==> src/rtl/core/lfu_page_replacement_core_assert.svh <==
// Assertion macros for the LFU page replacement core.
// Needs a clock named clk and an active-low reset named rst_n in the using module.
`ifndef LFU_PAGE_REPLACEMENT_CORE_ASSERT_SVH
`define LFU_PAGE_REPLACEMENT_CORE_ASSERT_SVH

// same-cycle implication
`define LFU_ASSERT_IMPL(lbl, ante, cons, msg) \
  lbl: assert property (@(posedge clk) disable iff (!rst_n) (ante) |-> (cons)) \
    else $error(msg);

// next-cycle implication
`define LFU_ASSERT_NEXT(lbl, ante, cons, msg) \
  lbl: assert property (@(posedge clk) disable iff (!rst_n) (ante) |=> (cons)) \
    else $error(msg);

`endif

==> src/rtl/core/lfu_pkg.sv <==
// Shared types and constants for the LFU page replacement core.
// No dependencies.
`default_nettype none

package lfu_pkg;

  localparam int FRAMES      = 8;
  localparam int COUNT_BITS  = 16;
  localparam int PAGE_BITS   = 8;
  localparam int STAMP_BITS  = 32;
  localparam int TOTAL_BITS  = 32;
  localparam int CFG_BITS    = 4;
  localparam int OSLOT_BITS  = 3;
  localparam int SLOT_BITS   = (FRAMES > 1) ? $clog2(FRAMES) : 1;
  localparam int NCNT_BITS   = $clog2(FRAMES + 1);
  localparam logic [CFG_BITS-1:0] CFG_RESET = CFG_BITS'(8);

  typedef enum logic [1:0] {
    ST_IDLE,
    ST_SCAN,
    ST_UPD
  } lfu_state_t;

  typedef struct packed {
    logic                  valid;
    logic [PAGE_BITS-1:0]  page;
    logic [COUNT_BITS-1:0] count;
    logic [STAMP_BITS-1:0] stamp;
  } frame_ent_t;

  typedef struct packed {
    logic                  en;
    logic [SLOT_BITS-1:0]  addr;
    logic [PAGE_BITS-1:0]  page;
    logic [COUNT_BITS-1:0] count;
    logic [STAMP_BITS-1:0] stamp;
  } frame_wr_t;

  typedef struct packed {
    logic match;
    logic empty;
    logic better;
  } scan_res_t;

endpackage

`default_nettype wire

==> src/rtl/core/lfu_page_replacement_core.sv <==
// LFU page replacement core: sequencer, counters and result registers.
// Depends on lfu_pkg, lfu_frame_table, lfu_scan_unit and the assertion header.
`default_nettype none

`include "lfu_page_replacement_core_assert.svh"

// One page reference is taken when start is high and busy is low. The active
// frames are scanned one per cycle through a single compare unit, then the
// update state writes the table and registers the result, which shows on the
// out_ ports for exactly one cycle with out_valid. busy is low again in the
// cycle that carries the result, so a new item may be accepted there. Results
// cannot be stalled: the receiver must take out_valid when it comes. The frame
// count register is taken any time cfg_valid is high (cfg_ready is held high);
// it must only change while the core is idle.
module lfu_page_replacement_core (
  input  logic                           clk,
  input  logic                           rst_n,
  input  logic                           start,
  output logic                           busy,
  input  logic [lfu_pkg::PAGE_BITS-1:0]  in_page,
  output logic                           out_valid,
  output logic                           out_hit,
  output logic [lfu_pkg::OSLOT_BITS-1:0] out_frame_slot,
  output logic                           out_evicted_valid,
  output logic [lfu_pkg::PAGE_BITS-1:0]  out_evicted_page,
  output logic [lfu_pkg::TOTAL_BITS-1:0] out_hit_total,
  output logic [lfu_pkg::TOTAL_BITS-1:0] out_fault_total,
  input  logic                           cfg_valid,
  output logic                           cfg_ready,
  input  logic [lfu_pkg::CFG_BITS-1:0]   cfg_frames_in_use
);
  import lfu_pkg::*;

  localparam logic [COUNT_BITS-1:0] COUNT_MAX = '1;
  localparam logic [COUNT_BITS-1:0] COUNT_ONE = COUNT_BITS'(1);

  lfu_state_t            state_r, state_nxt;
  logic [CFG_BITS-1:0]   frames_r;
  logic [PAGE_BITS-1:0]  page_r, page_nxt;
  logic [NCNT_BITS-1:0]  n_r, n_nxt;
  logic [SLOT_BITS-1:0]  idx_r, idx_nxt;

  logic                  found_r, found_nxt;
  logic [SLOT_BITS-1:0]  hit_slot_r, hit_slot_nxt;
  logic [COUNT_BITS-1:0] hit_count_r, hit_count_nxt;
  logic [STAMP_BITS-1:0] hit_stamp_r, hit_stamp_nxt;

  logic                  empty_r, empty_nxt;
  logic [SLOT_BITS-1:0]  empty_slot_r, empty_slot_nxt;

  logic [SLOT_BITS-1:0]  best_slot_r, best_slot_nxt;
  logic [COUNT_BITS-1:0] best_count_r, best_count_nxt;
  logic [STAMP_BITS-1:0] best_stamp_r, best_stamp_nxt;
  logic [PAGE_BITS-1:0]  best_page_r, best_page_nxt;

  logic [STAMP_BITS-1:0] stamp_cnt_r, stamp_cnt_nxt;
  logic [TOTAL_BITS-1:0] hit_tot_r, hit_tot_nxt;
  logic [TOTAL_BITS-1:0] fault_tot_r, fault_tot_nxt;

  logic                  ov_r, ov_nxt;
  logic                  ohit_r, ohit_nxt;
  logic [SLOT_BITS-1:0]  oslot_r, oslot_nxt;
  logic                  oev_r, oev_nxt;
  logic [PAGE_BITS-1:0]  oevp_r, oevp_nxt;

  logic [NCNT_BITS-1:0]  n_clamp;
  logic                  last_idx;
  logic [STAMP_BITS-1:0] stamp_inc;
  frame_ent_t            ent;
  frame_wr_t             wr;
  scan_res_t             res;

  lfu_frame_table u_table (
    .clk     (clk),
    .rst_n   (rst_n),
    .rd_addr (idx_r),
    .rd_ent  (ent),
    .wr      (wr)
  );

  lfu_scan_unit u_scan (
    .ent        (ent),
    .page       (page_r),
    .best_count (best_count_r),
    .best_stamp (best_stamp_r),
    .res        (res)
  );

  assign cfg_ready = 1'b1;

  always_ff @(posedge clk) begin
    if (!rst_n) begin
      frames_r <= CFG_RESET;
    end else if (cfg_valid && cfg_ready) begin
      frames_r <= cfg_frames_in_use;
    end
  end

  // zero acts as one, anything above the table size as the table size
  always_comb begin
    if (frames_r == '0) begin
      n_clamp = NCNT_BITS'(1);
    end else if (32'(frames_r) > FRAMES) begin
      n_clamp = NCNT_BITS'(FRAMES);
    end else begin
      n_clamp = NCNT_BITS'(frames_r);
    end
  end

  assign last_idx  = (NCNT_BITS'(idx_r) + NCNT_BITS'(1)) == n_r;
  assign stamp_inc = (stamp_cnt_r == '1) ? stamp_cnt_r : stamp_cnt_r + 1'b1;

  always_ff @(posedge clk) begin
    if (!rst_n) begin
      state_r     <= ST_IDLE;
      stamp_cnt_r <= '0;
      hit_tot_r   <= '0;
      fault_tot_r <= '0;
      ov_r        <= 1'b0;
    end else begin
      state_r     <= state_nxt;
      stamp_cnt_r <= stamp_cnt_nxt;
      hit_tot_r   <= hit_tot_nxt;
      fault_tot_r <= fault_tot_nxt;
      ov_r        <= ov_nxt;
    end
  end

  always_ff @(posedge clk) begin
    page_r       <= page_nxt;
    n_r          <= n_nxt;
    idx_r        <= idx_nxt;
    found_r      <= found_nxt;
    hit_slot_r   <= hit_slot_nxt;
    hit_count_r  <= hit_count_nxt;
    hit_stamp_r  <= hit_stamp_nxt;
    empty_r      <= empty_nxt;
    empty_slot_r <= empty_slot_nxt;
    best_slot_r  <= best_slot_nxt;
    best_count_r <= best_count_nxt;
    best_stamp_r <= best_stamp_nxt;
    best_page_r  <= best_page_nxt;
    ohit_r       <= ohit_nxt;
    oslot_r      <= oslot_nxt;
    oev_r        <= oev_nxt;
    oevp_r       <= oevp_nxt;
  end

  always_comb begin
    state_nxt      = state_r;
    page_nxt       = page_r;
    n_nxt          = n_r;
    idx_nxt        = idx_r;
    found_nxt      = found_r;
    hit_slot_nxt   = hit_slot_r;
    hit_count_nxt  = hit_count_r;
    hit_stamp_nxt  = hit_stamp_r;
    empty_nxt      = empty_r;
    empty_slot_nxt = empty_slot_r;
    best_slot_nxt  = best_slot_r;
    best_count_nxt = best_count_r;
    best_stamp_nxt = best_stamp_r;
    best_page_nxt  = best_page_r;
    stamp_cnt_nxt  = stamp_cnt_r;
    hit_tot_nxt    = hit_tot_r;
    fault_tot_nxt  = fault_tot_r;
    ov_nxt         = 1'b0;
    ohit_nxt       = ohit_r;
    oslot_nxt      = oslot_r;
    oev_nxt        = oev_r;
    oevp_nxt       = oevp_r;
    wr             = '0;

    unique case (state_r)
      ST_IDLE: begin
        if (start) begin
          page_nxt  = in_page;
          n_nxt     = n_clamp;
          idx_nxt   = '0;
          found_nxt = 1'b0;
          empty_nxt = 1'b0;
          state_nxt = ST_SCAN;
        end
      end
      ST_SCAN: begin
        if (!found_r && res.match) begin
          found_nxt     = 1'b1;
          hit_slot_nxt  = idx_r;
          hit_count_nxt = ent.count;
          hit_stamp_nxt = ent.stamp;
        end
        if (!empty_r && res.empty) begin
          empty_nxt      = 1'b1;
          empty_slot_nxt = idx_r;
        end
        // frame 0 seeds the victim; only used when every active frame is valid
        if (idx_r == '0 || res.better) begin
          best_slot_nxt  = idx_r;
          best_count_nxt = ent.count;
          best_stamp_nxt = ent.stamp;
          best_page_nxt  = ent.page;
        end
        if (last_idx) begin
          state_nxt = ST_UPD;
        end else begin
          idx_nxt = idx_r + 1'b1;
        end
      end
      ST_UPD: begin
        wr.en    = 1'b1;
        wr.page  = page_r;
        ov_nxt   = 1'b1;
        ohit_nxt = found_r;
        if (found_r) begin
          wr.addr     = hit_slot_r;
          wr.count    = (hit_count_r == COUNT_MAX) ? hit_count_r : hit_count_r + 1'b1;
          wr.stamp    = hit_stamp_r;
          hit_tot_nxt = (hit_tot_r == '1) ? hit_tot_r : hit_tot_r + 1'b1;
          oslot_nxt   = hit_slot_r;
          oev_nxt     = 1'b0;
          oevp_nxt    = '0;
        end else begin
          wr.addr       = empty_r ? empty_slot_r : best_slot_r;
          wr.count      = COUNT_ONE;
          wr.stamp      = stamp_inc;
          stamp_cnt_nxt = stamp_inc;
          fault_tot_nxt = (fault_tot_r == '1) ? fault_tot_r : fault_tot_r + 1'b1;
          oslot_nxt     = empty_r ? empty_slot_r : best_slot_r;
          oev_nxt       = !empty_r;
          oevp_nxt      = empty_r ? '0 : best_page_r;
        end
        state_nxt = ST_IDLE;
      end
      default: begin
        state_nxt = ST_IDLE;
      end
    endcase
  end

  assign busy              = state_r != ST_IDLE;
  assign out_valid         = ov_r;
  assign out_hit           = ohit_r;
  assign out_frame_slot    = OSLOT_BITS'(oslot_r);
  assign out_evicted_valid = oev_r;
  assign out_evicted_page  = oevp_r;
  assign out_hit_total     = hit_tot_r;
  assign out_fault_total   = fault_tot_r;

  `LFU_ASSERT_NEXT(a_accept_scans, start && !busy, state_r == ST_SCAN, "accept did not start scan")
  `LFU_ASSERT_NEXT(a_upd_strobes, state_r == ST_UPD, out_valid && !busy, "update gave no result")
  `LFU_ASSERT_IMPL(a_strobe_idle, out_valid,
                   state_r != ST_UPD && state_r != ST_SCAN, "result while busy")
  `LFU_ASSERT_IMPL(a_hit_no_evict, out_valid && out_hit, !out_evicted_valid, "eviction on hit")
  `LFU_ASSERT_NEXT(a_totals_move, state_r == ST_UPD,
                   (hit_tot_r != $past(hit_tot_r)) || (fault_tot_r != $past(fault_tot_r)) ||
                   (hit_tot_r == '1) || (fault_tot_r == '1), "totals did not advance")

endmodule

`default_nettype wire

==> src/rtl/core/lfu_frame_table.sv <==
// Frame table: valid, page, use count and load stamp per frame.
// One read port at the scan index, one write port. Uses lfu_pkg.
`default_nettype none

module lfu_frame_table (
  input  logic                          clk,
  input  logic                          rst_n,
  input  logic [lfu_pkg::SLOT_BITS-1:0] rd_addr,
  output lfu_pkg::frame_ent_t           rd_ent,
  input  lfu_pkg::frame_wr_t            wr
);
  import lfu_pkg::*;

  logic [FRAMES-1:0]     valid_r;
  logic [PAGE_BITS-1:0]  page_r  [FRAMES];
  logic [COUNT_BITS-1:0] count_r [FRAMES];
  logic [STAMP_BITS-1:0] stamp_r [FRAMES];

  always_ff @(posedge clk) begin
    if (!rst_n) begin
      valid_r <= '0;
    end else if (wr.en) begin
      valid_r[wr.addr] <= 1'b1;
    end
  end

  // contents carry no reset; an entry is read only once its valid bit is set
  always_ff @(posedge clk) begin
    if (wr.en) begin
      page_r[wr.addr]  <= wr.page;
      count_r[wr.addr] <= wr.count;
      stamp_r[wr.addr] <= wr.stamp;
    end
  end

  assign rd_ent.valid = valid_r[rd_addr];
  assign rd_ent.page  = page_r[rd_addr];
  assign rd_ent.count = count_r[rd_addr];
  assign rd_ent.stamp = stamp_r[rd_addr];

endmodule

`default_nettype wire

==> src/rtl/core/lfu_scan_unit.sv <==
// Shared compare unit used once per scanned frame: page match, empty frame,
// and least-count / oldest-stamp ordering against the current victim. Uses lfu_pkg.
`default_nettype none

module lfu_scan_unit (
  input  lfu_pkg::frame_ent_t            ent,
  input  logic [lfu_pkg::PAGE_BITS-1:0]  page,
  input  logic [lfu_pkg::COUNT_BITS-1:0] best_count,
  input  logic [lfu_pkg::STAMP_BITS-1:0] best_stamp,
  output lfu_pkg::scan_res_t             res
);
  import lfu_pkg::*;

  logic cnt_lt;
  logic cnt_eq;
  logic stamp_lt;

  assign cnt_lt   = ent.count < best_count;
  assign cnt_eq   = ent.count == best_count;
  assign stamp_lt = ent.stamp < best_stamp;

  assign res.match  = ent.valid && (ent.page == page);
  assign res.empty  = !ent.valid;
  // strict: ties keep the lower index
  assign res.better = cnt_lt || (cnt_eq && stamp_lt);

endmodule

`default_nettype wire

==> config.mk <==
export PLATFORM = sky130hd
export DESIGN_NAME = lfu_page_replacement_core
export DESIGN_NICKNAME = d
export VERILOG_FILES = /design/src/rtl/core/lfu_pkg.sv /design/src/rtl/core/lfu_page_replacement_core.sv /design/src/rtl/core/lfu_frame_table.sv /design/src/rtl/core/lfu_scan_unit.sv
export VERILOG_INCLUDE_DIRS = /design/src /design/src/rtl/core
export SDC_FILE = /design/constraint.sdc
export NUM_CORES = 1
export LEC_CHECK = 0
export BUFFER_PORTS_ARGS = -buffer_cell sky130_fd_sc_hd__buf_2
export CAP_MARGIN = 20
export CORE_MARGIN = 1.5
export CORE_UTILIZATION = 63
export CTS_BUF_LIST = sky130_fd_sc_hd__clkbuf_8
export CTS_CLUSTER_DIAMETER = 40
export DETAILED_ROUTE_END_ITERATION = 6
export HOLD_SLACK_MARGIN = 0.1
export PLACE_DENSITY = 0.87
export SLEW_MARGIN = 20
export SYNTH_ARGS = -nofsm -noshare
export SYNTH_HDL_FRONTEND = slang
export SYNTH_SLANG_ARGS = --single-unit
export TNS_END_PERCENT = 100
==> constraint.sdc <==
create_clock -name clk -period 15.3 [get_ports clk]
set_clock_uncertainty 0.2 [all_clocks]
set_input_delay 3.06 -clock clk [delete_from_list [all_inputs] [get_ports clk]]
set_output_delay 3.06 -clock clk [all_outputs]
set_load 0.1 [all_outputs]
* Word-level counts from Yosys, hierarchy flattened
Memory sizes are Yosys's and may differ from the RTL's. A register that Yosys moved wholly into a read port is not among the register bits.
Index checks and enable logic that the tools add are counted.
** Storage, ports and cells
- Register bits :: 254
- Memory bits (writable) :: 448
- Input port bits :: 16
- Output and inout port bits :: 80
- Memories :: 3
** Cells by class
- Add/sub/neg operators :: 6
- $lt $le $gt $ge :: 6
- Eq/ne operators :: 14
- Mux-type cells :: 28
- Bitwise gates (word level) :: 4
- Reduce and logical (&&, ||, !) cells :: 28
** Memory list
- u_table.stamp_r :: words 8, bits a word 32, rd ports 1, clocked after memory_dff 1, write ports 1, RTL line lfu_frame_table.sv:17 : logic [STAMP_BITS-1:0] stamp_r [FRAMES];
- u_table.count_r :: words 8, bits a word 16, rd ports 1, clocked after memory_dff 1, write ports 1, RTL line lfu_frame_table.sv:16 : logic [COUNT_BITS-1:0] count_r [FRAMES];
- u_table.page_r :: words 8, bits a word 8, rd ports 1, clocked after memory_dff 1, write ports 1, RTL line lfu_frame_table.sv:15 : logic [PAGE_BITS-1:0] page_r [FRAMES];
** Operators with widths (number)
- adder 32 x 1 -> 32 bit (second input constant) :: 3
- equality test 32 bit (second input constant) :: 3
- two-way mux 60 bit :: 1
- two-way mux 48 bit :: 1
- less-than comparator 32 bit :: 1
- two-way mux 32 bit :: 1
- two-way mux 3 bit :: 7
- adder 16 x 1 -> 16 bit (second input constant) :: 1
- equality test 16 bit :: 1
- equality test 16 bit (second input constant) :: 1
- less-than comparator 16 bit :: 1
- two-way mux 16 bit :: 1
- AND reduction 3 bit :: 5
- AND reduction 2 bit :: 6
- inequality test 2 bit (second input constant) :: 5
- equality test 8 bit :: 1
- less-than comparator 3 x 4 -> 1 bit (second input constant) :: 2
- two-way mux 1 bit :: 8
- OR 8 bit :: 1
- case mux 3 bit (2 select lines) :: 1
- logical AND 1 bit :: 5
- adder 3 x 1 -> 4 bit (second input constant) :: 1
- equality test 4 bit :: 1
- greater-than comparator 4 bit (second input constant) :: 1
- 18 further kinds :: 27

* Logic depth before layout (Yosys ltp)
- Word-level depth :: 9
- Gate-level depth with buffers :: 16
- Depth with buffers taken out :: 10

* By module
Synthesis repeated with hierarchy kept, for this count alone.
** Second synthesis, totals
- Cell total of the unflattened synthesis :: 1950
- Area, all modules :: 29748.5 sq um
** Modules (own cells, without submodules)
- lfu_frame_table :: times used 1, cells an instance 676, area each 17146.4 sq um, sequential area each 13613.1 sq um
- lfu_page_replacement_core :: times used 1, cells an instance 1098, area each 11329.6 sq um, sequential area each 6356.1 sq um
- lfu_scan_unit :: times used 1, cells an instance 176, area each 1272.5 sq um, sequential area each 0.0 sq um

* Worst setup path after synthesis
No wires, ideal clock.
- Path type :: register -> register
- Start point :: register (tool-made name)
- End point :: register best_count_r[0], enable pin
- Arrival time :: 7.776 ns
- Slack :: 6.767 ns
- Stages on the path, launching flop included :: 14
- Buffers on the path :: 4
- Path through :: dfxtp_1 buf_2 clkbuf_1 buf_1 buf_2 mux4_2 mux2_2 ha_1 a211oi_1 nand2_1 o21a_1 o311ai_0 a31oi_1 o21ai_0
** RTL lines
- end signal: assignment :: RTL line lfu_page_replacement_core.sv:140 : best_count_r <= best_count_nxt;
- end: declaration :: RTL line lfu_page_replacement_core.sv:52 : logic [COUNT_BITS-1:0] best_count_r, best_count_nxt;

==> run summary <==
CTS tree -> yes
Initial antenna violation count -> 0
Final cell count without fillers -> 2,722
Cell Rows -> 78
Diodes inserted -> 0
CTS resizes -> 0
Post-synth top flop -> edfxtp_1
Later-pin clock latency in the skew report -> 0.70 ns
Area of the multi-input gates -> 0.008830 mm²
FMAX -> 168.1 MHz
FF-to-FF path depth -> 12
Share of cells above drive strength 1 -> 21.54%
Iteration-0 DRC Markers -> 1,604
Max-slew violations -> 0
Peak VDD IR -> 0.00009675 V
Gr ovfl total -> 0
Pin count of the biggest net entering global routing -> 72
Fin. Hold Viols -> 0
FF+latch count, synth -> 705
Power per cell area -> 127.1 mW/mm²
Die height -> 218.9 µm
Synth cell count leaders -> 591 x edfxtp_1, 114 x dfxtp_1, 106 x mux4_2
Minimum clock period -> 5.949 ns
Mapped Cells -> 1,881
Syn Std Cell Area -> 0.02936 mm²
Worst min-delay path class -> flip-flop to flip-flop
Clock slew at reported path FFs -> 0.06 ns
Syn-to-layout area delta -> 11.31%
CP Capture Point -> best_page_r[5]$_DFFE_PP_
Detailed placer's ending HPWL -> 37,460 µm
Post-CTS Hold Fix Bufs -> 0
Clock Sink Count -> 705
CTS Root Cell -> clkbuf_8
# IOs -> 96
Largest area contributor in the netlist -> edfxtp_1
Final Cell Area -> 0.03268 mm²
Seq. cell area -> 0.02004 mm²
Seq/Total Area, Yosys -> 68.23%
CTS max path bufs -> 3
H-tree levels -> 3
Post-synth top area share -> 60.45%
DRC violation count after routing -> 0
Worst R2R Setup Slack -> 9.35 ns
Status -> complete, no violations
Post-synth net total -> 1,950
Most common cell in the netlist -> edfxtp_1
Cells after DPL -> 2,524
Vias per inst -> 6.273
Crit Path Max Fanout -> 71
Slew headroom -> 29.33%
Worst EP required -> 15.42 ns
Final setup fails -> 0
Die Area -> 0.04790 mm²
Static leakage -> 0.01141 µW
Buffers on Ports -> 94
Core area -> 0.04567 mm²
Drt pass-1 iters -> 5
Wire per inst -> 23.79 µm
Number of global-route vias before repair -> 17,620
TritonCTS buffer count -> 106
CP Class -> flip-flop to flip-flop
Setup TNS -> 0 ns
Post-CTS Setup Inserts -> 0
Yosys warns -> 0
Filler cells -> 2,639
WP data arrival -> 6.07 ns
Final WL -> 64,750 µm
Initial Util -> 64.28%
Crit end category -> flip-flop
Unrepaired setup endpoints after global routing -> false
Vias -> 17,070
GPL Wtd Cong -> 0.8608
Actual slew at the worst max-slew pin -> 1.060 ns
Number of distinct library cells after synthesis -> 63
Final nets -> 2,102
Final worst path period share -> 38.88%
DP Area -> 0.03051 mm²
Synth top area cells -> edfxtp_1 60%, mux4_2 8.1%, dfxtp_1 7.8%
Syn Area/Cell -> 15.61 µm²
Post-route ant nets -> 0
GRT Resource Usage Total -> 27.48%
Chip width -> 218.9 µm
Async set-reset flop share out of synthesis -> 0%
Post-synth EDFFs -> 591
CP Launch Type -> flip-flop
Max-cap violations -> 0
Wire length of the first global-routing pass -> 98,590 µm
R2R Path End -> best_page_r[5]$_DFFE_PP_
[metal layers]
metal / vias to the layer above / global-route usage, % / share of wire, %
li1: 7452 / - / -
met1: 8531 / 35.04 / 37
met2: 949 / 46.41 / 51
met3: 142 / 4.879 / 8.9
met4: 0 / 12.35 / 3.0
met5: - / 0 / 0
[power breakdown]
group | leakage, µW | total (µW) | switching [µW] | internal [µW]
logic | 0.00373 | 440 | 242 | 199
clock network | 0.00121 | 1550 | 727 | 823
registers | 0.00647 | 2160 | 40.4 | 2120
[through the flow]
stage | hold slack [ns] | power [µW] | worst slack, ns | util (%)
floorplan | 0.2354 | 2511 | 6.767 | -
global placement | 0.2411 | 2601 | 9.551 | 66.81
detailed placement | 0.2533 | 2632 | 9.336 | 66.81
CTS | 0.2678 | 4165 | 9.332 | 71.50
global route | 0.2941 | 4281 | 9.138 | 71.55
finish | 0.2688 | 4152 | 9.351 | 71.55
[placed cells by master, fill, tap and decap left out, drive strengths merged, types with 10 or more instances in the layout]
cell    instances
mux4          106
nor4           15
buf           115
a211oi         10
nor2           94
xnor2          78
mux2           53
clkinv         38
inv           106
xor2           50
ha             53
nor2b          28
edfxtp        591
dfxtp         114
or3            13
a21boi         10
nand2          90
o21ai          62
and2           94
nor3           22
a21oi          39
mux2i          26
nand4          46
clkbuf        113
and4           14
nand3          45
and3           15
[registers in the layout, summed over array words and instances (netlist names), 8 cells and up, named ones only]
| register | cells |
|---|---|
| best_stamp_r | 32 |
| out_hit_total | 32 |
| stamp_cnt_r | 32 |
| out_evicted_page | 8 |
| best_count_r | 16 |
| u_table.page_r | 64 |
| out_fault_total | 32 |
| best_page_r | 8 |
| hit_count_r | 16 |
| hit_stamp_r | 32 |
| u_table.stamp_r | 256 |
| u_table.count_r | 128 |
| u_table.valid_r | 8 |
| page_r | 8 |
[worst min-delay path by stage]
stage,from,cells past startpoint,slack (ns),to
2_1_floorplan,u_table.valid_r[4]$_SDFFE_PN0P_,1,0.24,u_table.valid_r[4]$_SDFFE_PN0P_
3_3_place_gp,u_table.valid_r[1]$_SDFFE_PN0P_,1,0.24,u_table.valid_r[1]$_SDFFE_PN0P_
3_5_place_dp,u_table.valid_r[0]$_SDFFE_PN0P_,1,0.25,u_table.valid_r[0]$_SDFFE_PN0P_
4_1_cts,u_table.valid_r[0]$_SDFFE_PN0P_,1,0.27,u_table.valid_r[0]$_SDFFE_PN0P_
5_1_grt,u_table.valid_r[3]$_SDFFE_PN0P_,1,0.29,u_table.valid_r[3]$_SDFFE_PN0P_
6_report,u_table.valid_r[1]$_SDFFE_PN0P_,1,0.27,u_table.valid_r[1]$_SDFFE_PN0P_
[worst max-delay path: stages, from the launching register on]
cell and delay [ns]:
dfxtp_4 0.87, buf_4 0.94, mux4_2 0.41, mux2_2 0.31, ha_1 0.31, a21oi_1 0.17
nor2b_1 0.06, o21ai_0 0.36, nand4_1 0.25, nor2_1 0.16, o21ai_0 0.15, o21ai_4 0.73
buf_4 0.60
[logic make-up (layout without fill, tap and decap cells)]
group | count (synthesis) | count (layout) | share of synthesized area (%)
buf+inv | 144 | 385 | 1.961
other cells | 1 | 1 | 0.01277
mux | 185 | 185 | 11.05
compound gates | 159 | 159 | 3.316
xor+xnor | 128 | 128 | 3.819
fa+ha+maj | 53 | 53 | 2.259
simple gates | 506 | 506 | 9.355
flops | 705 | 705 | 68.23
[cell type report]
cell class | instances | share of cell area [%]
tap | 600 | 2.297
clock inverter | 84 | 1.803
multi-input combinational | 1032 | 27.02
sequential | 705 | 61.32
inverter | 73 | 0.8385
timing repair buffer | 115 | 1.960
clock buffer | 113 | 4.759
Note: power is estimated with default switching activity, not from simulation.
